<file path="config.mk">
export PLATFORM = sky130hd
export DESIGN_NAME = swm_cfg
export DESIGN_NICKNAME = d
export VERILOG_FILES = /design/src/rtl/core/assert_macros.svh /design/src/rtl/core/swm_pkg.sv /design/src/rtl/core/swm_cfg.sv
export SDC_FILE = /design/constraint.sdc
export NUM_CORES = 1
export LEC_CHECK = 0
export BUFFER_PORTS_ARGS = -buffer_cell sky130_fd_sc_hd__buf_2
export CORE_UTILIZATION = 33
export CTS_CLUSTER_SIZE = 10
export DETAILED_ROUTE_END_ITERATION = 8
export GPL_TIMING_DRIVEN = 0
export PLACE_DENSITY = 0.67
export SLEW_MARGIN = 20
export SYNTH_ARGS = -nofsm -noshare
export SYNTH_HDL_FRONTEND = slang
export SYNTH_SLANG_ARGS = --single-unit
</file>
<file path="constraint.sdc">
create_clock -name clk -period 2.4 [get_ports clk]
set_input_delay 0.48 -clock clk [delete_from_list [all_inputs] [get_ports clk]]
set_output_delay 0.48 -clock clk [all_outputs]
set_load 0.02 [all_outputs]
</file>
<file path="src/rtl/core/assert_macros.svh">
// ----------------------------------------------------------------------------
// Assertion macros
// Shared concurrent assertion wrappers, clocked on clk and disabled in reset.
// ----------------------------------------------------------------------------
`ifndef ASSERT_MACROS_SVH
`define ASSERT_MACROS_SVH

`ifndef NO_ASSERTIONS
`define AST_IMPL(lbl, ante, cons) \
  lbl: assert property (@(posedge clk) disable iff (!rst_n) (ante) |-> (cons)) \
    else $error("same-cycle check failed");
`define AST_NEXT(lbl, ante, cons) \
  lbl: assert property (@(posedge clk) disable iff (!rst_n) (ante) |=> (cons)) \
    else $error("next-cycle check failed");
`else
`define AST_IMPL(lbl, ante, cons)
`define AST_NEXT(lbl, ante, cons)
`endif

`endif

</file>
<file path="src/rtl/core/swm_pkg.sv">
// ----------------------------------------------------------------------------
// Sliding window median package
// Shared widths, register map and cell link type.
// ----------------------------------------------------------------------------
package swm_pkg;

  localparam int MAX_WINDOW_DEF  = 64;
  localparam int SAMPLE_BITS_DEF = 32;

  localparam int SAMPLE_W   = 32;
  localparam int MEDIAN_W   = 32;
  localparam int WS_W       = 7;
  localparam int CFG_ADDR_W = 3;
  localparam int CFG_DATA_W = 32;
  localparam int OQ_DEPTH   = 3;

  localparam logic [CFG_ADDR_W-3:0] REG_WINDOW_SIZE = 1'b0;
  localparam logic [WS_W-1:0]       WS_RESET        = 7'd1;

  typedef struct packed {
    logic gt;
    logic del_upto;
  } cell_flags_t;

endpackage

</file>
<file path="src/rtl/core/swm_cfg.sv">
// ----------------------------------------------------------------------------
// Sliding window median register block
// APB-style window_size register with derived window length and median rank.
// ----------------------------------------------------------------------------
module swm_cfg #(
  parameter int MAX_WINDOW = swm_pkg::MAX_WINDOW_DEF,
  parameter int KW         = $clog2(MAX_WINDOW + 1),
  parameter int IW         = (MAX_WINDOW > 1) ? $clog2(MAX_WINDOW) : 1
) (
  input  logic                            clk,
  input  logic                            rst_n,
  input  logic                            cfg_psel,
  input  logic                            cfg_penable,
  input  logic                            cfg_pwrite,
  input  logic [swm_pkg::CFG_ADDR_W-1:0]  cfg_paddr,
  input  logic [swm_pkg::CFG_DATA_W-1:0]  cfg_pwdata,
  output logic [swm_pkg::CFG_DATA_W-1:0]  cfg_prdata,
  output logic                            cfg_pready,
  output logic                            clear,
  output logic [KW-1:0]                   k_r,
  output logic [IW-1:0]                   med_idx_r
);

  localparam int WS_W = swm_pkg::WS_W;
  localparam int CW   = (KW > WS_W) ? KW : WS_W;

  logic            hit;
  logic [WS_W-1:0] ws_r;
  logic [WS_W-1:0] ws_nxt;
  logic [CW-1:0]   k_ext;
  logic [CW-1:0]   k_m1;

  assign hit    = cfg_paddr[swm_pkg::CFG_ADDR_W-1:2] == swm_pkg::REG_WINDOW_SIZE;
  assign clear  = cfg_psel && cfg_penable && cfg_pwrite && hit;
  assign ws_nxt = cfg_pwdata[WS_W-1:0];
  assign cfg_pready = 1'b1;
  assign cfg_prdata = hit ? swm_pkg::CFG_DATA_W'(ws_r) : '0;

  always_comb begin
    if (ws_nxt == '0) begin
      k_ext = CW'(1);
    end else if (CW'(ws_nxt) > CW'(MAX_WINDOW)) begin
      k_ext = CW'(MAX_WINDOW);
    end else begin
      k_ext = CW'(ws_nxt);
    end
    k_m1 = CW'(k_ext - 1'b1);
  end

  always_ff @(posedge clk) begin
    if (!rst_n) begin
      ws_r      <= swm_pkg::WS_RESET;
      k_r       <= KW'(1);
      med_idx_r <= '0;
    end else if (clear) begin
      ws_r      <= ws_nxt;
      k_r       <= KW'(k_ext);
      med_idx_r <= IW'(k_m1 >> 1);
    end
  end

endmodule

</file>
### After elaboration in Yosys (flattened, before gate mapping)

Cells that the tools add are included.

| storage, ports and cells | value |
|---|---|
| flip-flop bits (word level) | 20 |
| bits of input ports | 40 |
| output and inout bits | 47 |
| logic and storage cells | 13 |

| operators by class | value |
|---|---|
| add/sub/neg operators | 1 |
| order comparisons | 1 |
| muxes and demuxes | 3 |
| bitwise gates (word level) | 1 |
| reduce and logical (&&, ||, !) cells | 4 |

Operator list:

| cell | count |
|---|---|
| 7-bit two-way mux | 3 |
| 7-bit > comparator (second input constant) | 1 |
| 7-bit zero test | 1 |
| 7-bit by 1-bit subtractor with 7-bit output (second input constant) | 1 |
| 1-bit logical AND | 3 |
| 1-bit inverter | 1 |

### Depth between registers and ports, before layout

| logic depth | value |
|---|---|
| depth after elaboration | 4 |
| depth in mapped cells | 7 |

### Worst setup path after synthesis

Ideal clock, no wire load.

| path | value |
|---|---|
| kind | input port to flip-flop |
| from | in cfg_pwdata[2] (netlist name) |
| to | reg med_idx_r[3] |
| arrival | 1.684 ns |
| slack | 0.642 ns |
| stages on the path | 6 |
| cell sequence | nor3_1 > a21oi_1 > or2_2 > ha_1 > a211o_1 > a31oi_1 |

| between the ends | value |
|---|---|
| longest elaborated chain between the ends | 4 |
| elaborated cells on any way between the ends | 5 |
| classes of those cells | add/sub (1); order compare (1); mux (2); reduce/logical (1) |

Ends and longest elaborated chain:

| item | RTL line | text |
|---|---|---|
| start: declaration | swm_cfg.sv:16 | `input logic [swm_pkg::CFG_DATA_W-1:0] cfg_pwdata,` |
| 7-bit > comparator | swm_cfg.sv:42 | `end else if (CW'(ws_nxt) > CW'(MAX_WINDOW)) begin` |
| 7-bit two-way mux | swm_cfg.sv:42 |  |
| 7-bit two-way mux * | swm_cfg.sv:40 | `if (ws_nxt == '0) begin` |
| 7-bit by 1-bit subtractor with 7-bit output * | swm_cfg.sv:47 | `k_m1 = CW'(k_ext - 1'b1);` |
| end signal: assignment | swm_cfg.sv:58 | `med_idx_r <= IW'(k_m1 >> 1);` |
| end: declaration | swm_cfg.sv:21 | `output logic [IW-1:0] med_idx_r` |

Every way passes the cells marked *; elsewhere a longest branch is shown, timed or not.
A chain may end at the register's enable or synchronous reset.

### Worst setup path after layout

| path | value |
|---|---|
| from | in cfg_paddr[2] (netlist name) |
| to | out clear |

| between the ends | value |
|---|---|
| longest elaborated chain between the ends | 2 |

Ends and longest elaborated chain:

| item | RTL line | text |
|---|---|---|
| start: declaration | swm_cfg.sv:15 | `input logic [swm_pkg::CFG_ADDR_W-1:0] cfg_paddr,` |
| 1-bit inverter | swm_cfg.sv:33 | `assign hit = cfg_paddr[swm_pkg::CFG_ADDR_W-1:2] == swm_pkg::REG_WINDOW_SIZE;` |
| 1-bit logical AND | swm_cfg.sv:34 | `assign clear = cfg_psel && cfg_penable && cfg_pwrite && hit;` |
| end: declaration | swm_cfg.sv:19 | `output logic clear,` |

Every way passes these cells.

==> results by group <==
Run status
  • Status: completed

Clock tree
  • Worst-path clk slew: 0.11 ns
  • Worst-Skew Late Latency: 0.30 ns
  • CTS root buf: clkbuf_4
  • Post-CTS Hold Buffers: 0
  • Sink Count: 20
  • Clock Tree Buf Depth: 2
  • Post-CTS repair timing setup buffer count: 0
  • H-tree Lvls: 1
  • Post-CTS resize count: 0
  • TritonCTS clock tree: built
  • Inserted Clock Buffers: 3

Layout
  • Filler cells: between 300 and 400
  • Most frequent cells in the layout: buf_2 (34), buf_4 (26), conb_1 (26)
  • Most common cell after layout, fill and taps aside: buf_2
  • NumNets Final: 239
  • Area grow syn2layout: 31.16%
  • Final instance area: 1459 um^2
  • Area occupied by multi-input gates: 560.5 um^2
  • Share of layout cells above drive strength 1: 0.3706
  • Antenna cell count: 0
  • FF+latch area: 400.4 um^2

Drt
  • DR pass1 iterations: 5
  • Vias post-DR: 976
  • DRT iter0 DRCs: 22
  • WL per Instance: 9.369 um
  • Drt drc: 0
  • Detail Route Antenna Nets: 0
  • Post-Route WL: 2258 um
  • Vias per cell: ~4.0

Synthesis
  • Synth warnings: 0
  • Seq/Total Area, Yosys: 0.3600
  • Mean Syn Cell Area: 8.179 um^2
  • Post-synthesis mux area share: 0.008999
  • Unique cell type count in the Yosys netlist: 30
  • Simple-Gate Fraction of Synth Area: 0.2272
  • Synth Area in Adders: 0.01125
  • Post-Syn Area: between 1000 and 1500 um^2
  • Synth Area in Compound Gates: 0.1609
  • Largest family of logic cells by synthesized area: simple AND/OR/NAND/NOR gates
  • Xor-xnor portion of the synthesized cell area: 0.007874
  • Synth Register Bits: 20
  • Mapped Cells: about 140

Power and ir drop
  • P per Cell Area: 476.5 nW/um^2
  • Flop pwr share: 0.494
  • Sw frac: 0.2873
  • Maximum vdd ir drop: approximately 0.14 mV
  • Static Leak: 0.7523 nW
  • Internal power: 495.5 uW
  • Clock power frac: 0.280
  • Net Sw Power: roughly 200 uW
  • Comb pwr share: 0.226

Timing
  • Clock skew: 0 ns
  • Final worst-path cycle share: 0.7513
  • RSZ-0062 raised after global routing: no
  • Final setup viols: 0
  • Max Clock Freq: 0.5546 GHz
  • Min Tclk post-route: about 1.8 ns
  • Final Slew Violations: 0
  • Sum Neg Setup Slack: 0 ns
  • Final hold viol count: 0

Floorplanning
  • DIE AREA: 3607 um^2
  • # IOs: 87
  • Core ar.: between 3000 and 4000 um^2
  • # rows: 20
  • Die W: 60.06 um
  • Initial core utilization: 0.3556
  • Chip height: between 60 and 70 um

Global route
  • Largest net degree at the start of global routing: 12
  • Gr usage total: 0.1278
  • Vias in the first global route: 744
  • First-pass GRT wire length: 3387 um
  • Congestion Overflow GR: 0
  • Antenna violations before repair: 0

Worst setup path
  • WP data required: 1.92 ns
  • Crit start category: input pin
  • Crit Path Class: in2out
  • Worst Setup SP: cfg_paddr[2]
  • Reg-to-Reg Start: med_idx_r[0]
  • Crit path DAT: 1.32 ns
  • Crit. End Element: output pin
  • CP Max Fanout: 10

Min path
  • Hold Crit Class: in2reg
  • Min-delay src: rst_n

Place
  • DP HPWL: roughly 1800 um
  • Area after DPL: 1423 um^2
  • Final GP Congestion: about 0.84
  • Port buffer count: 33

Run
  • Max-cap violations: 0
routing by layer:
layer  global-route usage  up-vias  share of wire  wire [um]
met1               0.1660      398           0.44        993
met4              0.03987        0         0.0035          8
met3              0.02814        2          0.094        213
met5                    0        -              0          0
met2               0.2095       55           0.46       1044
li1                     -      521              -          -
Yosys cell counts:
cell type / n / area (um^2)
nand4b_4: 1 / 23.77
inv_1: 2 / 7.510
inv_2: 1 / 3.750
buf_2: 1 / 5.000
nand3_1: 1 / 5.000
nor2b_1: 3 / 18.77
mux2i_1: 1 / 10.01
nand3b_1: 2 / 15.01
nor2_1: 5 / 18.77
or3_1: 1 / 6.260
dfxtp_1: 20 / 400.4
o21ai_0: 6 / 30.03
and2b_1: 6 / 45.04
xnor2_1: 1 / 8.760
a211oi_2: 2 / 25.02
nand2_1: 21 / 78.83
conb_1: 2 / 7.510
o21ba_2: 1 / 10.01
o31ai_1: 1 / 7.510
buf_6: 2 / 22.52
or4_1: 1 / 7.510
a21oi_1: 17 / 85.08
a31oi_1: 2 / 12.51
buf_4: 26 / 195.2
or2_2: 2 / 12.51
clkbuf_1: 2 / 7.510
ha_1: 1 / 12.51
a211o_1: 1 / 8.760
nand2b_1: 1 / 6.260
nor3_1: 3 / 15.01
cell type report:
cell class	count	share of cell area
multi-input combinational	106	0.3842
sequential	20	0.2744
buffer	31	0.1578
timing repair buffer	33	0.1132
tap	44	0.03774
clock buffer	4	0.02487
inverter	3	0.007719
worst max-delay path, stage by stage:
cell and delay [ns]:
buf_2 0.14, nand4b_4 0.26, inv_2 0.13, buf_6 0.14, buf_2 0.17
path summary, 6_finish.rpt:
check,end,cells after the start,slack [ns]
max,clear,5,0.60
min,ws_r[0],2,0.40
max reg2reg,med_idx_r[0],2,1.74
min reg2reg,k_r[1],2,0.46
state kept, by name (all words and copies together) (netlist names):
name,flops
ws_r,7
k_r,7
med_idx_r,6
power by group through the flow:
stage / clock network (mW) / registers (mW) / logic, mW
final: 0.194 / 0.344 / 0.157
after global routing: 0.213 / 0.345 / 0.172
after CTS: 0.202 / 0.344 / 0.156
after global placement: 0 / 0.351 / 0.155
after detailed placement: 0 / 0.351 / 0.156
after floorplan: 0 / 0.358 / 0.113
through the flow:
step	cells	power (mW)	setup slack, ns	util	hold WS, ns
2_1_floorplan	160	0.4709	0.6422	-	0.4318
3_3_place_gp	237	0.5065	0.3567	0.4548	0.4389
3_5_place_dp	237	0.5071	0.3921	0.4548	0.4451
4_1_cts	241	0.7019	0.5717	0.4664	0.3955
5_1_grt	241	0.7299	0.4940	0.4664	0.4014
6_report	241	0.6952	0.5968	0.4664	0.4010
cells by family (layout without fill, tap and decap cells):
family,count (synthesis),in the layout
and+or+nand+nor,47,47
buffers and inverters,34,71
AOI/OAI and AO/OA,30,30
DFF,20,20
other,2,26
adders and majority gates,1,1
xor gates and xnor gates,1,1
muxes,1,1
No activity file was read; power rests on OpenSTA's default activity.
