**src/rtl/core/assert_macros.svh**
```systemverilog
// ----------------------------------------------------------------------------
// Assertion macros
// Shared concurrent assertion wrappers, clocked on clk and disabled in reset.
// ----------------------------------------------------------------------------
`ifndef ASSERT_MACROS_SVH
`define ASSERT_MACROS_SVH

`ifndef NO_ASSERTIONS
`define AST_IMPL(lbl, ante, cons) \
  lbl: assert property (@(posedge clk) disable iff (!rst_n) (ante) |-> (cons)) \
    else $error("same-cycle check failed");
`define AST_NEXT(lbl, ante, cons) \
  lbl: assert property (@(posedge clk) disable iff (!rst_n) (ante) |=> (cons)) \
    else $error("next-cycle check failed");
`else
`define AST_IMPL(lbl, ante, cons)
`define AST_NEXT(lbl, ante, cons)
`endif

`endif

```
**src/rtl/core/swm_pkg.sv**
```systemverilog
// ----------------------------------------------------------------------------
// Sliding window median package
// Shared widths, register map and cell link type.
// ----------------------------------------------------------------------------
package swm_pkg;

  localparam int MAX_WINDOW_DEF  = 64;
  localparam int SAMPLE_BITS_DEF = 32;

  localparam int SAMPLE_W   = 32;
  localparam int MEDIAN_W   = 32;
  localparam int WS_W       = 7;
  localparam int CFG_ADDR_W = 3;
  localparam int CFG_DATA_W = 32;
  localparam int OQ_DEPTH   = 3;

  localparam logic [CFG_ADDR_W-3:0] REG_WINDOW_SIZE = 1'b0;
  localparam logic [WS_W-1:0]       WS_RESET        = 7'd1;

  typedef struct packed {
    logic gt;
    logic del_upto;
  } cell_flags_t;

endpackage

```
**src/rtl/core/swm_if.sv**
```systemverilog


interface swm_out_if;
  logic                          valid;
  logic                          ready;
  logic [swm_pkg::MEDIAN_W-1:0]  median;

  modport source (output valid, output median, input ready);
  modport sink   (input valid, input median, output ready);
endinterface

```
**src/rtl/core/swm_out_q.sv**
```systemverilog
// ----------------------------------------------------------------------------
// Median output queue
// Small FIFO that decouples median capture from the result channel.
// ----------------------------------------------------------------------------
module swm_out_q #(
  parameter int DEPTH = swm_pkg::OQ_DEPTH,
  parameter int CNTW  = $clog2(DEPTH + 1),
  parameter int PW    = (DEPTH > 1) ? $clog2(DEPTH) : 1
) (
  input  logic                           clk,
  input  logic                           rst_n,
  input  logic                           push,
  input  logic [swm_pkg::MEDIAN_W-1:0]   push_data,
  output logic [CNTW-1:0]                cnt_r,
  swm_out_if.source                      out_chan
);

  logic [swm_pkg::MEDIAN_W-1:0] q_r [DEPTH];
  logic [PW-1:0]                wp_r;
  logic [PW-1:0]                rp_r;
  logic                         pop;

  assign pop             = out_chan.valid && out_chan.ready;
  assign out_chan.valid  = cnt_r != '0;
  assign out_chan.median = q_r[rp_r];

  always_ff @(posedge clk) begin
    if (!rst_n) begin
      wp_r  <= '0;
      rp_r  <= '0;
      cnt_r <= '0;
    end else begin
      if (push) begin
        wp_r <= (wp_r == PW'(DEPTH - 1)) ? '0 : PW'(wp_r + 1'b1);
      end
      if (pop) begin
        rp_r <= (rp_r == PW'(DEPTH - 1)) ? '0 : PW'(rp_r + 1'b1);
      end
      cnt_r <= CNTW'(cnt_r + CNTW'(push) - CNTW'(pop));
    end
  end

  always_ff @(posedge clk) begin
    if (push) begin
      q_r[wp_r] <= push_data;
    end
  end

endmodule

```
**src/flat_wrapper.sv**
```systemverilog
// flat-port wrapper written by rule: the top's interface ports become plain ports
module swm_out_q_flat 
#(
  parameter int DEPTH = swm_pkg::OQ_DEPTH,
  parameter int CNTW  = $clog2(DEPTH + 1),
  parameter int PW    = (DEPTH > 1) ? $clog2(DEPTH) : 1
)
  (clk, rst_n, push, push_data, cnt_r, out_chan_valid, out_chan_median, out_chan_ready);
  swm_out_if out_chan_i ();
  input  logic clk;
  input  logic rst_n;
  input  logic push;
  input  logic [swm_pkg::MEDIAN_W-1:0] push_data;
  output logic [CNTW-1:0] cnt_r;
  output wire logic [$bits(out_chan_i.valid)-1:0] out_chan_valid;
  output wire logic [$bits(out_chan_i.median)-1:0] out_chan_median;
  input wire logic [$bits(out_chan_i.ready)-1:0] out_chan_ready;
  assign out_chan_valid = out_chan_i.valid;
  assign out_chan_median = out_chan_i.median;
  assign out_chan_i.ready = out_chan_ready;
  swm_out_q #(.DEPTH(DEPTH), .CNTW(CNTW), .PW(PW)) u_core (.clk(clk), .rst_n(rst_n), .push(push), .push_data(push_data), .cnt_r(cnt_r), .out_chan(out_chan_i));
endmodule
```
**config.mk**
```make
export PLATFORM = sky130hd
export DESIGN_NAME = swm_out_q_flat
export DESIGN_NICKNAME = d
export VERILOG_FILES = /design/src/rtl/core/assert_macros.svh /design/src/rtl/core/swm_pkg.sv /design/src/rtl/core/swm_if.sv /design/src/rtl/core/swm_out_q.sv /design/src/flat_wrapper.sv
export SDC_FILE = /design/constraint.sdc
export NUM_CORES = 1
export LEC_CHECK = 0
export ABC_AREA = 1
export CORE_UTILIZATION = 55
export DETAILED_ROUTE_END_ITERATION = 16
export DONT_BUFFER_PORTS = 1
export GPL_TIMING_DRIVEN = 1
export PLACE_DENSITY = 0.7
export SKIP_CTS_REPAIR_TIMING = 1
export SLEW_MARGIN = 0
export SYNTH_ARGS = -nofsm -noshare
export SYNTH_HDL_FRONTEND = slang
export SYNTH_SLANG_ARGS = --single-unit
export TNS_END_PERCENT = 1
```
**constraint.sdc**
```tcl
create_clock -name clk -period 5.25 [get_ports clk]
set_input_delay 0.2625 -clock clk [delete_from_list [all_inputs] [get_ports clk]]
set_output_delay 0.2625 -clock clk [all_outputs]
set_load 0.005 [all_outputs]
```
=== Yosys cells after proc, flatten, opt, wreduce, memory -nomap -nowiden ===
Memories as Yosys holds them, arrays and structs flattened. A register that Yosys moved wholly into a read port is not among the register bits.
Index checks and enable logic that the tools add are counted.

* Flip-flop bits (word level): 6
* Memory bits (writable): 96
* Input port bits: 36
* Output and inout port bits: 35
* Word-level logic and storage cells: 18
* Memories kept: 1

{| class="wikitable"
|+ Memories
! memory !! words !! bits a word !! rd ports !! clocked after Yosys merged registers in !! write ports !! line !! RTL
|-
| u_core.q_r || 3 || 32 || 1 || 1 || 1 || swm_out_q.sv:18 || <nowiki>logic [swm_pkg::MEDIAN_W-1:0] q_r [DEPTH];</nowiki>
|}

* Add/sub/neg operators: 4
* Eq/ne operators: 2
* Mux-type cells: 6
* Reduce and logical (&&, ||, !) cells: 2

{| class="wikitable"
|+ Operators with widths
! cell !! count
|-
| $mux 2 || 4
|-
| $add 2x1->2 const B || 2
|-
| $eq 2x2->1 const B || 2
|-
| $add 2x1->2 || 1
|-
| $mux 1 || 2
|-
| $reduce_bool 2->1 || 1
|-
| $sub 2x1->2 || 1
|-
| $logic_and 1x1->1 || 1
|}

=== Logic depth before layout (Yosys ltp) ===
Gate-level depths: netlist of run 1.

* Depth in word-level cells: 4
* Mapped depth: 7
* Mapped depth without buffers: 7

=== Worst setup path after synthesis of run 1 ===
No wires, ideal clock.

* Path type: flip-flop to flip-flop
* Start: register u_core.wp_r[1]
* End: memory u_core.q_r[2][0] (netlist name), enable pin
* Arrival: 2.598 ns
* Slack: 2.191 ns
* Stages on the path, launching flop included: 3
* Path buffers: 0
* Path through: dfxtp_1 -> inv_1 -> nor3_1

{| class="wikitable"
|+ RTL lines
! element !! line !! RTL
|-
| from (decl) || swm_out_q.sv:19 || <nowiki>logic [PW-1:0] wp_r;</nowiki>
|-
| from (signal assigned) || swm_out_q.sv:34 || <nowiki>wp_r <= (wp_r == PW'(DEPTH - 1)) ? '0 : PW'(wp_r + 1'b1);</nowiki>
|-
| to (decl) || swm_out_q.sv:18 ||
|}

No word-level cell before the write port.

==> results of run 1 <==
-- per-layer routing --
layer	track usage [%]	wire [um]
met1	24.7	3200
met3	6.67	338
met5	0	0
met2	30.4	3410
met4	7.73	89
-- stage by stage --
step	hold slack [ns]	util [%]
floorplan	0.356	-
CTS	-0.0227	60.8
global placement	0.361	57.9
global route	0.00638	65.5
finish	0.00476	65.5
detailed placement	0.361	57.9
-- synthesized netlist by cell type, drive strengths merged --
library cell	count	area, um2
nand3	6	30.0
edfxtp	96	2880
a21oi	67	335
nor2	39	146
dfxtp	8	160
inv	12	47.6
nand2	41	154
buf	14	120
ha	1	12.5
o21a	1	7.51
clkinv	1	8.76
nor3	1	5.00
o21ai	1	5.00
-- final timing paths --
path	start	end
hold / removal	rst_n	u_core.cnt_r[0]
setup / recovery	register	out_chan_median[9]
setup reg to reg	u_core.wp_r[1]	u_core.q_r[1][20]
hold reg to reg	u_core.wp_r[1]	u_core.wp_r[1]
-- worst max-delay path, cell delays in order (launching register included) --
cell	delay (ns)
dfxtp_1	0.61
buf_4	0.34
inv_4	0.19
nor2_1	0.16
a21oi_1	0.08
-- cell families (layout without fill, tap and decap cells) --
family	after synthesis	in the layout	share of synthesized area [%]
DFF	104	104	77.7
and+or+nand+nor	87	87	8.56
AOI/OAI and AO/OA	69	69	8.88
buffers and inverters	27	66	4.51
adders and majority gates	1	1	0.320
-- layout make-up --
cell class	count	area, um2	share of cell area, %
clock buffers	10	128	2.85
clock inverters	6	67.6	1.51
inverters	13	56.3	1.26
multi-input cells	157	701	15.7
flip-flops and latches	104	3040	68.0
well taps	96	120	2.69
repair buffers	37	358	8.00
-- flip-flops by register name, summed over array words and instances (netlist names), named ones only --
name	count
u_core.cnt_r	2
u_core.q_r	96
u_core.rp_r	2
u_core.wp_r	2
-- power by group through the flow --
| stage | clock (mW) | sequential (mW) | combinational [mW] |
|---|---|---|---|
| global placement | 0 | 0.975 | 0.125 |
| global route | 0.530 | 0.960 | 0.170 |
| CTS | 0.498 | 0.957 | 0.128 |
| detailed placement | 0 | 0.976 | 0.127 |
| finish | 0.487 | 0.957 | 0.152 |
| floorplan | 0 | 0.972 | 0.108 |
==> impl_results.md, run 1 <==
* Status: completed
* Final setup margin at 3.24 ns
* Core Footprint at 6830 um2
* Sw power at 0.376 mW
* Total grt overflow at 0
* Fill cell count at 514
* Gate Count Post-Synth at 288
* Yosys warns at 0
* Die span in y at 86.4 um
* Detail Route Antenna Nets at 0
* GRT Total Usage at 19.3%
* Die ar. at 7460 um2
* # nets final at 359
* Post-Place Cells at 375
* Final Hold Viols at 0
* Kind of critical path: reg -> out
* Vias in the first global route at 2030
* Pwr per Cell Area at 357 nW/um2
* Combinational share of power at 9.5%
* Worst Skew at 0.00503 ns
* Die Wd at 86.4 um
* Largest net degree at the start of global routing at 34
* Finished Cell Area at 4470 um2
* Worst setup EP type: output port
* FP Rows at 30
* Wirelength, routed at 7.03 mm
* Tcrit/Tclk final at 38.3%
* Setup Total Neg Slack at 0 ns
* Synth unique cells at 16
* Setup violations, final at 0
* Hold depth at 2
* # DRC at 0
* First-pass GRT wire length at 10.4 mm
* Fin crit period at 2.01 ns
* Clock power frac at 30.5%
* Switching part of the total at 23.6%
* Leak pwr at 1.58 nW
* Syn Area/Cell at 13.6 um2
* Tot Pwr at 1.60 mW
* H-tree depth at 3
* Startpoint Class: register
* CTS Buffer Depth at 2
* Final Non-Filler Cells at 423
* Slew headroom at 64.8%
* Reg2Reg Depth at 4
* Slew Limit Fails at 0
* Clk Latency, worst-skew pair at 0.35 ns
* CTS root buffer: clkbuf_8
* Reg2reg setup slack at 3.60 ns
* Synthesis-stage register bit count at 104
* Vias at 2232
* Share of layout cells above drive strength 1 at 7.03%
* Post-Syn Area at 3920 um2
* First-pass DRT Iterations at 4
* I/O Pins at 71
* Hold Crit Class: in -> reg
* WP data arrival at 1.75 ns
* Vias per cell at 5.28
* Clk pin slew, worst setup/hold paths at 0.09 ns
* Internal Pwr Total at 1.22 mW
* Register share of total power at 59.9%
* Starting Density at 57.3%
* Routed len/inst at 16.6 um
* Crit-path max FO at 32
* CTS Sinks at 104
* Max-cap violations at 0
* DRT iter0 DRCs at 130
* Placement Cell Area at 3960 um2
* Num CTS Buffers at 9
* Syn nets at 325
* Placer Congestion at 0.710
* Measured slew at the worst slew-check pin at 0.528 ns
* TritonCTS clock tree: done
* Commonest non-fill, non-tap cell in the layout: edfxtp_1
* Area delta synth->final at 14.3%
* DP HPWL at 4.12 mm
* Worst EP required at 4.99 ns
* RSZ-0062 raised after global routing: false
* Commonest non-fill, non-tap cells in the layout: edfxtp_1, a21oi_1, nand2_1
* Initial antenna violation count at 0
* Setup WS pre-CTS at 3.60 ns
* Register area share after synthesis at 77.7%
* Achievable Freq at 498 MHz
* Ant diodes at 0
* Input/output buffers at 0
* Peak VDD IR at 213 uV
Note: power is estimated with default switching activity, not from simulation.
==> run 2: changes to the inputs <==
ABC_AREA = 0   (was 1)
PLACE_DENSITY = 0.73   (was 0.7)
clock period = 1.8 ns   (was 5.25 ns; I/O delays follow)
==> run 2 against run 1 <==
Net effect: clock power increased to 2.8 times the previous value; cell area increased by 2.7%; clock-buffer cell count is 1 lower; sequential share of layout area shrank 1.7 points; critical path type unchanged; highest routed layer unchanged.
==> impl_results.md, run 2 <==
* Status: completed
* Core Footprint at 6870 um2
* Cell Chain, Critical Path: buf_4 > nand2_1 > o21ai_1
* Startpoint Class: register
* Routed len/inst at 16.6 um
* DRT iter0 DRCs at 84
* Sequential Area at 3050 um2
* Top Usage Layer GRT: met2
* Slew headroom at 76.4%
* Reg2reg setup slack at 0.38 ns
* Multi-input logic area at 805 um2
* Vias at 1981
* Detail Route Antenna Nets at 0
* Placement Cell Area at 4060 um2
* Gate Count Post-Synth at 241
* Reg2Reg Depth at 3
* DP HPWL at 3.89 mm
* H-tree depth at 3
* EDFF count, synth at 96
* Kind of critical path: reg -> out
* Synth unique cells at 21
* Post-Place Cells at 333
* Syn nets at 278
* FP Rows at 30
* R2r endpoint: u_core.q_r[1][31]
* Final setup margin at 0.306 ns
* Fin crit period at 1.49 ns
* Wirelength, routed at 6.36 mm
* Vias in the first global route at 1846
* Setup Total Neg Slack at 0 ns
* Finished Cell Area at 4590 um2
* Synth top area share at 73.2%
* Hold depth at 3
* Clock power frac at 30.2%
* Dominant cell type by area after synthesis: edfxtp_1
* Setup violations, final at 0
* I/O Pins at 71
* Tcrit/Tclk final at 83.0%
* Worst EP required at 1.71 ns
* Hold Crit Class: in -> reg
* Setup WS pre-CTS at 0.366 ns
* Synthesis-stage register bit count at 104
* Largest register by flop count: u_core.q_r
* Largest stage delay, worst path at 0.45 ns
* CTS root buffer: clkbuf_8
* Die Wd at 86.6 um
* # nets final at 320
* Top-count cell post-synth: edfxtp_1
* Commonest non-fill, non-tap cell in the layout: edfxtp_1
* Num CTS Buffers at 9
* Max FFs per register at 96
* Share of layout cells above drive strength 1 at 10.5%
* Area delta synth->final at 16.7%
* Largest net degree at the start of global routing at 35
* Achievable Freq at 669 MHz
* Synth top area cells: edfxtp_1, mux2i_1, dfxtp_1
* Clk pin slew, worst setup/hold paths at 0.09 ns
* Worst Hold End: u_core.cnt_r[1]
* Ant diodes at 0
* M3 GR Usage at 6.76%
* Most frequent cells after synthesis: edfxtp_1, nand2_1, mux2i_1, o21ai_1
* Most used DFF post-synth: edfxtp_1
* Post-Syn Area at 3940 um2
* Initial antenna violation count at 0
* Max-cap violations at 0
* # DRC at 0
* Register share of total power at 61.8%
* Yosys warns at 0
* RSZ-0062 raised after global routing: false
* First-pass GRT wire length at 9.17 mm
* Largest delay share family, worst path: flip-flops
* Fill cell count at 488
* Slew Limit Fails at 0
* Measured slew at the worst slew-check pin at 0.350 ns
* CP bufs+invs at 1
* Syn Area/Cell at 16.3 um2
* RR Startpoint: u_core.wp_r[0]
* GRT Total Usage at 17.4%
* Combinational share of power at 7.9%
* Final Hold Viols at 0
* Met2 usage at 28.6%
* Critical path's slowest cell: dfxtp_2
* Die ar. at 7500 um2
* Leak pwr at 1.47 nW
* Met1 GRT Util at 19.4%
* Crit-path max FO at 34
* Die span in y at 86.6 um
* Commonest non-fill, non-tap cells in the layout: edfxtp_1, nand2_1, dlygate4sd3_1
* Min-delay src: out_chan_ready
* WP data arrival at 1.40 ns
* Worst Skew at 0.00595 ns
* Peak VDD IR at 706 uV
* Total grt overflow at 0
* Register area share after synthesis at 77.3%
* Starting Density at 57.3%
* Placer Congestion at 0.640
* Switching part of the total at 21.5%
* Input/output buffers at 0
* Internal Pwr Total at 3.54 mW
* Sw power at 0.969 mW
* Final Non-Filler Cells at 383
* TritonCTS clock tree: done
* CTS Buffer Depth at 2
* CTS Sinks at 104
* Asr flop ratio synth at 0%
* First-pass DRT Iterations at 4
* Worst setup EP type: output port
* Clk Latency, worst-skew pair at 0.35 ns
* Vias per cell at 5.17
* Pwr per Cell Area at 980 nW/um2
run 2: cell count changes after synthesis, sizes merged, moves of 2 or more:
cell and change:
nand2 -4, nor2 -36, a21oi -67, buf -2
nand3 -4, inv -11, and2b +2, o21ai +37
mux2i +34
run 2: cell type report:
type | instances | share of cell area [%]
sequential | 104 | 66.3
clock buffer | 9 | 2.70
tap | 96 | 2.61
timing repair buffer | 43 | 9.48
clock inverter | 6 | 1.33
inverter | 1 | 0.0817
multi-input combinational | 124 | 17.5
run 2: per-stage QoR:
stage	hold WS, ns	utilization, %	total power [mW]
finish	0.0218	66.9	4.50
global route	0.0151	66.9	4.68
CTS	-0.195	61.8	4.46
detailed placement	0.189	59.1	3.12
global placement	0.189	59.1	3.11
floorplan	0.189	-	3.07
run 2: worst max path at each step:
stage                   start                  end  slack, ns  depth (start not counted)
2_1_floorplan  u_core.wp_r[1]     u_core.q_r[2][0]      -0.41                          2
3_3_place_gp   u_core.wp_r[0]    u_core.q_r[1][25]       0.42                          3
3_5_place_dp   u_core.wp_r[0]    u_core.q_r[1][27]       0.37                          3
4_1_cts              register  out_chan_median[17]       0.26                          3
5_1_grt              register   out_chan_median[4]       0.17                          3
6_report             register  out_chan_median[26]       0.31                          3
run 2: routing by layer:
metal  part of all wire [%]  vias to the layer above
li1                       -                      978
met1                     42                      951
met2                     52                       44
met3                    4.8                        8
met4                    1.7                        0
met5                      0                        -
run 2: power groups by stage:
stage	Sequential [mW]	Combinational, mW	Clock, mW
6_report	2.79	0.357	1.36
5_1_grt	2.79	0.396	1.49
4_1_cts	2.79	0.281	1.39
3_5_place_dp	2.84	0.280	0
3_3_place_gp	2.84	0.276	0
2_1_floorplan	2.83	0.237	0
run 2: tightest hold or removal path: cells and delay by family:
kind	cells	cell delay, ns
multiplexers	1	0.12
AO/OA/AOI/OAI	1	0.08
buffers and inverters	1	0.03
run 2: logic make-up after synthesis:
group / after synthesis / share of synthesized area, %
buf+inv: 13 / 2.92
flops: 104 / 77.3
mux: 34 / 8.65
fa+ha+maj: 1 / 0.318
compound gates: 40 / 5.50
simple gates: 49 / 5.31
