==> config.mk <==
export PLATFORM = sky130hd
export DESIGN_NAME = swm_cell
export DESIGN_NICKNAME = d
export VERILOG_FILES = /design/src/rtl/core/assert_macros.svh /design/src/rtl/core/swm_pkg.sv /design/src/rtl/core/swm_cell.sv
export SDC_FILE = /design/constraint.sdc
export NUM_CORES = 1
export LEC_CHECK = 0
export ABC_AREA = 1
export ABC_CLOCK_PERIOD_IN_PS = 5600
export BUFFER_PORTS_ARGS = -buffer_cell sky130_fd_sc_hd__buf_2
export CAP_MARGIN = 20
export CORE_ASPECT_RATIO = 0.9
export CORE_UTILIZATION = 35
export CTS_CLUSTER_DIAMETER = 40
export DETAILED_ROUTE_END_ITERATION = 6
export GPL_TIMING_DRIVEN = 0
export HOLD_SLACK_MARGIN = 0.06
export MAX_ROUTING_LAYER = met4
export SLEW_MARGIN = 20
export SYNTH_ARGS = -nofsm -noshare
export SYNTH_HDL_FRONTEND = slang
export SYNTH_SLANG_ARGS = --single-unit
export TNS_END_PERCENT = 20
==> constraint.sdc <==
create_clock -name clk -period 5.6 [get_ports clk]
set_clock_uncertainty 0.15 [all_clocks]
set_input_delay 1.68 -clock clk [delete_from_list [all_inputs] [get_ports clk]]
set_output_delay 1.68 -clock clk [all_outputs]
set_load 0.01 [all_outputs]
==> src/rtl/core/assert_macros.svh <==
// ----------------------------------------------------------------------------
// Assertion macros
// Shared concurrent assertion wrappers, clocked on clk and disabled in reset.
// ----------------------------------------------------------------------------
`ifndef ASSERT_MACROS_SVH
`define ASSERT_MACROS_SVH

`ifndef NO_ASSERTIONS
`define AST_IMPL(lbl, ante, cons) \
  lbl: assert property (@(posedge clk) disable iff (!rst_n) (ante) |-> (cons)) \
    else $error("same-cycle check failed");
`define AST_NEXT(lbl, ante, cons) \
  lbl: assert property (@(posedge clk) disable iff (!rst_n) (ante) |=> (cons)) \
    else $error("next-cycle check failed");
`else
`define AST_IMPL(lbl, ante, cons)
`define AST_NEXT(lbl, ante, cons)
`endif

`endif

==> src/rtl/core/swm_pkg.sv <==
// ----------------------------------------------------------------------------
// Sliding window median package
// Shared widths, register map and cell link type.
// ----------------------------------------------------------------------------
package swm_pkg;

  localparam int MAX_WINDOW_DEF  = 64;
  localparam int SAMPLE_BITS_DEF = 32;

  localparam int SAMPLE_W   = 32;
  localparam int MEDIAN_W   = 32;
  localparam int WS_W       = 7;
  localparam int CFG_ADDR_W = 3;
  localparam int CFG_DATA_W = 32;
  localparam int OQ_DEPTH   = 3;

  localparam logic [CFG_ADDR_W-3:0] REG_WINDOW_SIZE = 1'b0;
  localparam logic [WS_W-1:0]       WS_RESET        = 7'd1;

  typedef struct packed {
    logic gt;
    logic del_upto;
  } cell_flags_t;

endpackage

==> src/rtl/core/swm_cell.sv <==
// ----------------------------------------------------------------------------
// Sorted window cell
// One slot of the sorted window: holds a value and its age, and on each
// transaction takes its new content from itself, a neighbor or the sample.
// ----------------------------------------------------------------------------
module swm_cell #(
  parameter int VW = swm_pkg::SAMPLE_BITS_DEF,
  parameter int AW = 6
) (
  input  logic                  clk,
  input  logic                  fire,
  input  logic [VW-1:0]         sample,
  input  logic [AW-1:0]         age_max,
  input  logic                  full,
  input  logic                  valid,
  input  logic [VW-1:0]         left_val,
  input  logic [AW-1:0]         left_age,
  input  swm_pkg::cell_flags_t  left_flg,
  input  logic [VW-1:0]         right_val,
  input  logic [AW-1:0]         right_age,
  input  swm_pkg::cell_flags_t  right_flg,
  output logic [VW-1:0]         val_r,
  output logic [AW-1:0]         age_r,
  output swm_pkg::cell_flags_t  flg
);

  logic          gt;
  logic          del_self;
  logic [VW-1:0] val_nxt;
  logic [AW-1:0] age_nxt;

  assign gt       = !valid || (sample < val_r);
  assign del_self = full && valid && (age_r == age_max);
  assign flg.gt       = gt;
  assign flg.del_upto = left_flg.del_upto | del_self;

  always_comb begin
    val_nxt = val_r;
    age_nxt = AW'(age_r + 1'b1);
    if (left_flg.del_upto) begin
      if (!gt) begin
        if (right_flg.gt) begin
          val_nxt = sample;
          age_nxt = '0;
        end else begin
          val_nxt = right_val;
          age_nxt = AW'(right_age + 1'b1);
        end
      end
    end else if (del_self) begin
      if (left_flg.gt) begin
        val_nxt = left_val;
        age_nxt = AW'(left_age + 1'b1);
      end else if (right_flg.gt) begin
        val_nxt = sample;
        age_nxt = '0;
      end else begin
        val_nxt = right_val;
        age_nxt = AW'(right_age + 1'b1);
      end
    end else begin
      if (left_flg.gt) begin
        val_nxt = left_val;
        age_nxt = AW'(left_age + 1'b1);
      end else if (gt) begin
        val_nxt = sample;
        age_nxt = '0;
      end
    end
  end

  always_ff @(posedge clk) begin
    if (fire) begin
      val_r <= val_nxt;
      age_r <= age_nxt;
    end
  end

endmodule

== Word level (Yosys, flattened, before mapping) ==
Index checks and enable logic that the tools add are counted.
Word-level totals
  RAM bits: 0
  ROM bits: 0
  word-level logic and storage cells: 29
  flip-flop bits (word level): 38
  latch bits: 0
  input port bits: 122
  output and inout bits: 40
  memories kept: 0
Operators by class
  muxes and demuxes: 14
  divide/modulo/power cells: 0
  bitwise gates (word level): 1
  order comparisons: 1
  $add $sub $neg: 3
  eq/ne operators: 2
  reductions and logical operators: 6
  shifts and indexed selects: 0
  multiply operators: 0
Operators with widths (count)
  32-bit two-way mux: 7
  6-bit two-way mux: 7
  32-bit less-than comparator: 1
  6-bit by 1-bit adder with 6-bit output, second input constant: 3
  6-bit equality test: 1
  4-bit nonzero test: 1
  3-bit AND reduction: 1
  1-bit logical AND: 2
  2-bit inequality test, second input constant: 1
  1-bit zero test: 1
  1-bit logical OR: 1
  1-bit bitwise OR: 1

== Depth between registers and ports, before layout ==
Gate-level depths: netlist of run 1.
  depth after elaboration: 6
  gate-level depth with buffers: 17
  depth with buffers taken out: 17

== Worst setup path before layout of run 1 ==
OpenSTA, ideal clock, no wires.
  path type: in2reg
  from: input port sample[5]
  to: register val_r[0] (enable)
  stages on the path: 12
  slack: 0.707 ns
  buffers on the path: 0
  setup time: 0.432 ns
  data required time: 5.018 ns
  data arrival time: 4.311 ns
  cell sequence: ha_1 -> a21oi_1 -> nor2_1 -> nor3_1 -> nand2_1 -> nand2_1 -> nand2_1 -> nand2_1 -> nand2_2 -> nand2_2 -> nor2_1 -> a21oi_1
Between the ends
  longest elaborated chain between the ends: 4
  elaborated cells on any way between the ends: 5
  those cells by class: 1 x order compare; 1 x eq/ne; 3 x reduce/logical
RTL lines
  start, declared: line swm_cell.sv:12  | input logic [VW-1:0] sample,
  32-bit less-than comparator *: line swm_cell.sv:32  | assign gt = !valid || (sample < val_r);
  1-bit logical OR *: line swm_cell.sv:32
  net gt: line swm_cell.sv:27  | logic gt;
  2-bit inequality test (no source line) or 4-bit nonzero test (tied branches)
  3-bit AND reduction (no source line) *
  end signal, assigned: line swm_cell.sv:74  | val_r <= val_nxt;
  end, declared: line swm_cell.sv:22  | output logic [VW-1:0] val_r,
The timed path passes the listed nets; every way through them passes the cells marked *.
A chain may end at the register's enable or synchronous reset.

== Worst setup path after layout of run 1 ==
  from: input port sample[19]
  to: output port flg[1] (netlist bit)
Between the ends
  longest elaborated chain between the ends: 2
RTL lines
  32-bit less-than comparator: line swm_cell.sv:32
  1-bit logical OR: line swm_cell.sv:32
  end, declared: line swm_cell.sv:24  | output swm_pkg::cell_flags_t flg
Every way passes these cells.

==> results_tabular.tex, run 1 <==
\begin{tabular}{lr}
\hline
Metric & Value \\
\hline
\multicolumn{2}{l}{\textbf{Logic synthesis}} \\
\quad Summed instance area of the synthesized netlist & 3530 sq um \\
\quad Synth Register Bits & 38 \\
\quad Cell type with the largest total area after synthesis & edfxtp\_1 \\
\quad Share of Yosys cell area claimed by the top area cell type & 0.323 \\
\quad Number of warning messages in the yosys log & 0 \\
\quad Seq/Total Area, Yosys & 0.323 \\
\quad Number of different library cells in the post-synthesis netlist & 29 \\
\quad Synthesized netlist net count & 619 \\
\quad Synth area leaders & edfxtp\_1, nand2\_1, ha\_1 \\
\quad Cell count after synthesis & 463 \\
\quad Syn Area/Cell & 7.62 sq um \\
\multicolumn{2}{l}{\textbf{Detailed routing}} \\
\quad Highest metal layer with signal wires & met4 \\
\quad Antenna-violating nets left & 0 \\
\quad Per-cell routed wire length & 14.2 um \\
\quad Metal2 WL & 4970 um \\
\quad Remaining design rule violation count & 0 \\
\quad Met3 wire len & 791 um \\
\quad Violation count after the first detailed-route iteration & 221 \\
\quad DR vias & 3847 \\
\quad Number of detailed-route iterations in the first pass & 4 \\
\quad Number of vias per cell after detailed routing & 5.08 \\
\quad M1 wire length & 4970 um \\
\quad Drt total wl & 10800 um \\
\multicolumn{2}{l}{\textbf{Clock network}} \\
\quad Later-pin clock latency in the skew report & 290 ps \\
\quad Buffer cell driving the clock tree root & clkbuf\_8 \\
\quad H-Tree Depth & 2 \\
\quad Hold\_buf cts & 0 \\
\quad \# Post-CTS Setup Buffers & 0 \\
\quad CTS Buf Count & 5 \\
\quad Clock-pin slew reported for the worst setup and hold paths after clock tree synthesis & 70 ps \\
\quad Number of resized instances in the post-cts repair step & 0 \\
\quad Number of buffers on the longest clock path & 2 \\
\quad Total number of clock tree sinks & 38 \\
\quad CTS tree & done \\
\multicolumn{2}{l}{\textbf{Power and ir drop}} \\
\quad Proportion of power drawn by combinational gates & 0.350 \\
\quad Share of total power consumed by net switching & 0.337 \\
\quad IR Drop Worst-Case VDD & 0.0864 mV \\
\quad Sequential power share & 0.427 \\
\quad Switching pwr & 284 uW \\
\quad Final Power & 842 uW \\
\quad Leak Pwr & 0.00232 uW \\
\quad Share of power burned in the clock network & 0.223 \\
\quad Total power divided by cell area & 183 nW/um\^{}2 \\
\quad Internal portion of total power & 558 uW \\
\multicolumn{2}{l}{\textbf{Final layout}} \\
\quad Final Util & 0.472 \\
\quad Commonest cells after routing, fill and taps aside & buf\_2, nand2\_1, inv\_1 \\
\quad Most common cell after layout, fill and taps aside & buf\_2 \\
\quad Fraction of layout instances using a drive strength above 1 & 0.306 \\
\quad Non-filler cells, final & 757 \\
\quad Final Net Count & 785 \\
\quad Syn-to-layout area delta & 30.4\% \\
\multicolumn{2}{l}{\textbf{Setup path}} \\
\quad RR Startpoint & val\_r[5] \\
\quad Arrival @ worst endpoint & 3220 ps \\
\quad Element type at the critical path start & primary input \\
\quad Destination of the worst register-to-register timing path & val\_r[31] \\
\quad Launching element of the worst setup path & sample[19] \\
\quad Crit path capture & flg[1] \\
\quad CP Capture Type & primary output \\
\quad Critical path peak fanout & 10 \\
\quad Series of cell instances along the critical path & buf\_2, ha\_1, nand2\_1, o21ai\_0, nand2\_1, a21oi\_1, nor2\_1, nand2\_2, nand2\_2, buf\_4, buf\_2 \\
\quad Start-to-end type of the worst setup path & primary input to primary output \\
\quad Required time of the critical path & 3770 ps \\
\quad Worst reg-to-reg setup slack & 2670 ps \\
\quad Count of buffer and inverter cells on the critical path & 3 \\
\quad Crit path max-delay cell type & ha\_1 \\
\quad Levels on crit path & 11 \\
\quad Logic depth of the worst register-to-register path & 14 \\
\quad Cell family contributing the most delay on the critical path & simple AND/OR/NAND/NOR gates \\
\quad CP max stage delay & 300 ps \\
\multicolumn{2}{l}{\textbf{Timing}} \\
\quad Count of endpoints failing hold in the final timing report & 0 \\
\quad Final-report max-slew violation count & 0 \\
\quad Setup-violating endpoint count in the final report & 0 \\
\quad Worst relative slew slack & 0.541 \\
\quad Period Utilization, post-route & 0.902 \\
\quad Summed negative setup slack over all endpoints & 0 ps \\
\quad Unrepaired setup endpoints after global routing & no \\
\quad Max Clk Rate & 0.198 GHz \\
\quad Worst Tran Pin Value & 687 ps \\
\quad Smallest hold slack & 663 ps \\
\quad Final period demand of the worst path & 5050 ps \\
\multicolumn{2}{l}{\textbf{Die}} \\
\quad Initial core utilization & 0.362 \\
\quad Row Count & 34 \\
\quad Die area & 10500 sq um \\
\quad Io pins & 162 \\
\quad Floorplan die height & 97.3 um \\
\quad Die extent in x & 108 um \\
\quad Placeable Area & 9740 sq um \\
\multicolumn{2}{l}{\textbf{GRT}} \\
\quad Antenna violations before repair & 1 \\
\quad GR Overflow Total & 0 \\
\quad First-pass GRT wire length & 17200 um \\
\quad Total routing usage reported by global routing & 0.213 \\
\quad Number of global-route vias before repair & 3694 \\
\quad Largest net degree at the start of global routing & 18 \\
\multicolumn{2}{l}{\textbf{Job}} \\
\quad Max capacitance violation total & 0 \\
\multicolumn{2}{l}{\textbf{Place}} \\
\quad \# port buffers & 158 \\
\quad Sum of net half-perimeters after detailed placement & 8540 um \\
\quad Weighted congestion reported at the end of routability-driven placement & 0.852 \\
\quad Placed insts & 748 \\
\multicolumn{2}{l}{\textbf{Worst hold path}} \\
\quad Hold Path Class & flip-flop to flip-flop \\
\quad Worst hold path startpoint & age\_r[5] \\
\multicolumn{2}{l}{\textbf{Run status}} \\
\quad Outcome & completed \\
\hline
\end{tabular}
## sequential cells by signal (all words and copies together) (netlist names)
name / flops
val_r: 32
age_r: 6
## worst min-delay path by stage
stage	cells past startpoint	slack [ps]	endpoint
floorplan	3	650	age_r[0]
finish	4	660	age_r[5]
global route	3	750	age_r[0]
detailed placement	4	650	age_r[5]
CTS	4	670	age_r[5]
global placement	4	640	age_r[5]
## logic make-up (layout without fill, tap and decap cells)
group | count (synthesis) | count (layout) | synth area share
flip-flops | 38 | 38 | 0.323
adder cells (fa/ha/maj) | 34 | 34 | 0.121
buffers and inverters | 88 | 255 | 0.111
AND/OR/NAND/NOR | 194 | 194 | 0.232
AO/OA/AOI/OAI | 100 | 100 | 0.190
XOR/XNOR | 9 | 9 | 0.0223
other | 0 | 1 | 0
## power by group through the flow
stage                     clock network, uW  logic [uW]  registers [uW]
after floorplan                           0         162             375
after detailed placement                  0         295             366
after global routing                    201         334             362
after global placement                    0         284             367
final                                   188         295             359
after CTS                               194         296             359
## cell usage after synthesis, drive strengths merged
library cell and number:
nand4 4, o21ai 13, a21oi 19, edfxtp 38, a32oi 30, inv 62
buf 16, o211ai 2, o21bai 2, nor2 25, clkbuf 9, nand3 29
or2 1, clkinv 1, nor3 4, ha 34, o22ai 33, xor2 6
a22oi 1, xnor2 3, nand2 131
## per-layer routing
metal,vias up,GRT usage
li1,1953,-
met1,1716,0.269
met2,172,0.353
met3,6,0.0376
met4,0,0.0443
met5,-,-
## area by class of cell
class,count,area [sq um]
inverter,63,236
timing repair buffer,159,818
multi-input combinational,337,2010
clock inverter,2,8.76
clock buffer,6,72.6
sequential,38,1140
buffer,25,155
antenna,1,2.50
fill,988,5140
tap,126,158
## through the flow
| step | instance area (sq um) | setup slack, ps |
|---|---|---|
| after floorplan | 3530 | 707 |
| after global placement | 4480 | -613 |
| after detailed placement | 4520 | 562 |
| after CTS | 4600 | 559 |
| after global routing | 4600 | 334 |
| final | 4600 | 551 |
## worst reg2reg max path, cell delays in order (launching register included)
cell and delay [ps]:
edfxtp_1 410, inv_1 70, ha_1 230, a21oi_1 130
nor2_1 50, nor3_1 120, nand2_1 90, nand2_1 60
nand2_1 70, nand2_1 80, nand2_2 70, nand2_2 180
nor2_1 100, a21oi_4 580, buf_16 240
No activity file was read; power rests on OpenSTA's default activity.
==> run 2: changes to the inputs <==
GPL_TIMING_DRIVEN = default   (was 0)
REMOVE_ABC_BUFFERS = 1   (was default)
==> run 2 against run 1 <==
Against the previous run: global-route usage shrank 0.13 points; hold slack better by 13 ps; worst setup slack got worse by 65 ps; die area unchanged; highest routed layer unchanged; via count shrank 1.3%; total power is 1.4% lower; sequential power about the same; count of clock-buffer cells in the layout is 1 lower.
==> results_tabular.tex, run 2 (same netlist as run 1, synthesis figures left out) <==
\begin{tabular}{lr}
\hline
Metric & Value \\
\hline
\multicolumn{2}{l}{\textbf{Timing}} \\
\quad Count of endpoints failing hold in the final timing report & 0 \\
\quad Setup-violating endpoint count in the final report & 0 \\
\quad Unrepaired setup endpoints after global routing & no \\
\quad Worst Tran Pin Value & 787 ps \\
\quad Summed negative setup slack over all endpoints & 0 ps \\
\quad Period Utilization, post-route & 0.913 \\
\quad Worst path setup slack after routing & 486 ps \\
\quad Final period demand of the worst path & 5110 ps \\
\quad Final-report max-slew violation count & 0 \\
\quad Max Clk Rate & 0.196 GHz \\
\quad Worst relative slew slack & 0.475 \\
\multicolumn{2}{l}{\textbf{Clock network}} \\
\quad CTS tree & done \\
\quad Hold\_buf cts & 0 \\
\quad \# Post-CTS Setup Buffers & 0 \\
\quad Later-pin clock latency in the skew report & 290 ps \\
\quad Total number of clock tree sinks & 38 \\
\quad Number of buffers on the longest clock path & 2 \\
\quad Buffer cell driving the clock tree root & clkbuf\_8 \\
\quad Number of resized instances in the post-cts repair step & 0 \\
\quad CTS Buf Count & 5 \\
\quad H-Tree Depth & 2 \\
\quad Clock-pin slew reported for the worst setup and hold paths after clock tree synthesis & 80 ps \\
\multicolumn{2}{l}{\textbf{Detailed routing}} \\
\quad Violation count after the first detailed-route iteration & 157 \\
\quad Number of vias per cell after detailed routing & 5.15 \\
\quad Antenna-violating nets left & 0 \\
\quad Remaining design rule violation count & 0 \\
\quad Number of detailed-route iterations in the first pass & 5 \\
\quad Per-cell routed wire length & 14.3 um \\
\quad DR vias & 3798 \\
\quad Drt total wl & 10600 um \\
\multicolumn{2}{l}{\textbf{Run status}} \\
\quad Outcome & completed \\
\multicolumn{2}{l}{\textbf{Setup path}} \\
\quad Arrival @ worst endpoint & 3280 ps \\
\quad Cell family contributing the most delay on the critical path & simple AND/OR/NAND/NOR gates \\
\quad CP Capture Type & primary output \\
\quad Element type at the critical path start & primary input \\
\quad Start-to-end type of the worst setup path & primary input to primary output \\
\quad Crit path max-delay cell type & ha\_1 \\
\quad Series of cell instances along the critical path & buf\_2, ha\_1, nand2\_1, inv\_1, nand3\_1, nor3\_1, nand2\_1, nand2\_1, nand2\_1, nand2\_2, nand2\_2, buf\_2 \\
\quad Launching element of the worst setup path & sample[15] \\
\quad CP max stage delay & 290 ps \\
\quad Most common cell on crit path & nand2\_1 \\
\quad Count of buffer and inverter cells on the critical path & 3 \\
\quad Critical path peak fanout & 12 \\
\quad RR Startpoint & val\_r[31] \\
\quad Required time of the critical path & 3770 ps \\
\multicolumn{2}{l}{\textbf{Power and ir drop}} \\
\quad Total power divided by cell area & 185 nW/um\^{}2 \\
\quad IR Drop Worst-Case VDD & 0.0793 mV \\
\quad Share of power burned in the clock network & 0.227 \\
\quad Internal portion of total power & 549 uW \\
\quad Sequential power share & 0.433 \\
\quad Switching pwr & 282 uW \\
\quad Share of total power consumed by net switching & 0.339 \\
\quad Proportion of power drawn by combinational gates & 0.341 \\
\quad Leak Pwr & 0.00225 uW \\
\multicolumn{2}{l}{\textbf{Die}} \\
\quad Placeable Area & 9740 sq um \\
\quad Row Count & 34 \\
\quad Die extent in x & 108 um \\
\quad Die area & 10500 sq um \\
\quad Initial core utilization & 0.362 \\
\quad Io pins & 162 \\
\quad Floorplan die height & 97.3 um \\
\multicolumn{2}{l}{\textbf{GRT}} \\
\quad Largest net degree at the start of global routing & 39 \\
\quad GR Overflow Total & 0 \\
\quad Total routing usage reported by global routing & 0.211 \\
\quad Antenna violations before repair & 0 \\
\quad Number of global-route vias before repair & 3640 \\
\quad First-pass GRT wire length & 17100 um \\
\multicolumn{2}{l}{\textbf{Final layout}} \\
\quad Fraction of layout instances using a drive strength above 1 & 0.303 \\
\quad Final Util & 0.460 \\
\quad Largest register by flop count & val\_r \\
\quad Syn-to-layout area delta & 26.9\% \\
\quad Most common cell after layout, fill and taps aside & buf\_2 \\
\quad Final Net Count & 766 \\
\quad Registers with the most flip-flops & val\_r x32, age\_r x6 \\
\quad Flip-flop count of the largest register, all copies and words added & 32 \\
\quad Non-filler cells, final & 737 \\
\quad Antenna Diode Count & 0 \\
\quad Filler instances & 1030 \\
\quad Commonest cells after routing, fill and taps aside & buf\_2, nand2\_1, inv\_1 \\
\multicolumn{2}{l}{\textbf{Place}} \\
\quad \# port buffers & 160 \\
\quad Setup Slack @ Placement & 490 ps \\
\quad Placed insts & 729 \\
\quad Sum of net half-perimeters after detailed placement & 7920 um \\
\quad Weighted congestion reported at the end of routability-driven placement & 0.822 \\
\multicolumn{2}{l}{\textbf{Worst hold path}} \\
\quad Hold Path Class & flip-flop to flip-flop \\
\quad Worst hold path startpoint & age\_r[5] \\
\multicolumn{2}{l}{\textbf{Job}} \\
\quad Max capacitance violation total & 0 \\
\hline
\end{tabular}
-- run 2: changes by cell type in the layout (fill, tap and decap cells not counted), sizes merged --
cell / change
buf: -10
clkinvlp: +1
diode: -1
clkbuf: -10
-- run 2: through the flow --
step,instance area [sq um],hold slack [ps],total power [uW]
after floorplan,3370,646,522
after global placement,4390,625,643
after detailed placement,4390,673,649
after CTS,4480,693,840
after global routing,4480,753,890
final,4480,676,830
-- run 2: final timing paths --
path,to,slack [ps],depth (start not counted)
max,flg[1],490,12
min reg2reg,age_r[5],680,4
max reg2reg,val_r[24],2510,13
min,age_r[5],680,4
-- run 2: layout make-up --
class / count / area (sq um) / share of cell area
clock buffers: 5 / 68.8 / 0.0154
clock inverters: 3 / 16.3 / 0.00363
inverters: 63 / 236 / 0.0528
multi-input cells: 337 / 2010 / 0.448
flip-flops and latches: 38 / 1140 / 0.255
well taps: 126 / 158 / 0.0352
repair buffers: 165 / 851 / 0.190
-- run 2: per-layer routing --
metal  global-route usage  share of wire
met3               0.0389          0.072
met1                0.268           0.46
met5                    -              0
met4               0.0369         0.0075
met2                0.353           0.46
-- run 2: worst min-delay path: cells and delay by family (launching register included) --
kind | cells | cell delay [ps]
flip-flops | 1 | 410
AND/OR/NAND/NOR | 3 | 210
XOR/XNOR | 1 | 100
-- run 2: power by group through the flow --
stage                     Sequential (uW)  Clock, uW  Combinational, uW
after floorplan                       375          0                146
after global placement                365          0                278
after detailed placement              366          0                283
after CTS                             360        196                285
after global routing                  363        207                321
final                                 359        188                283
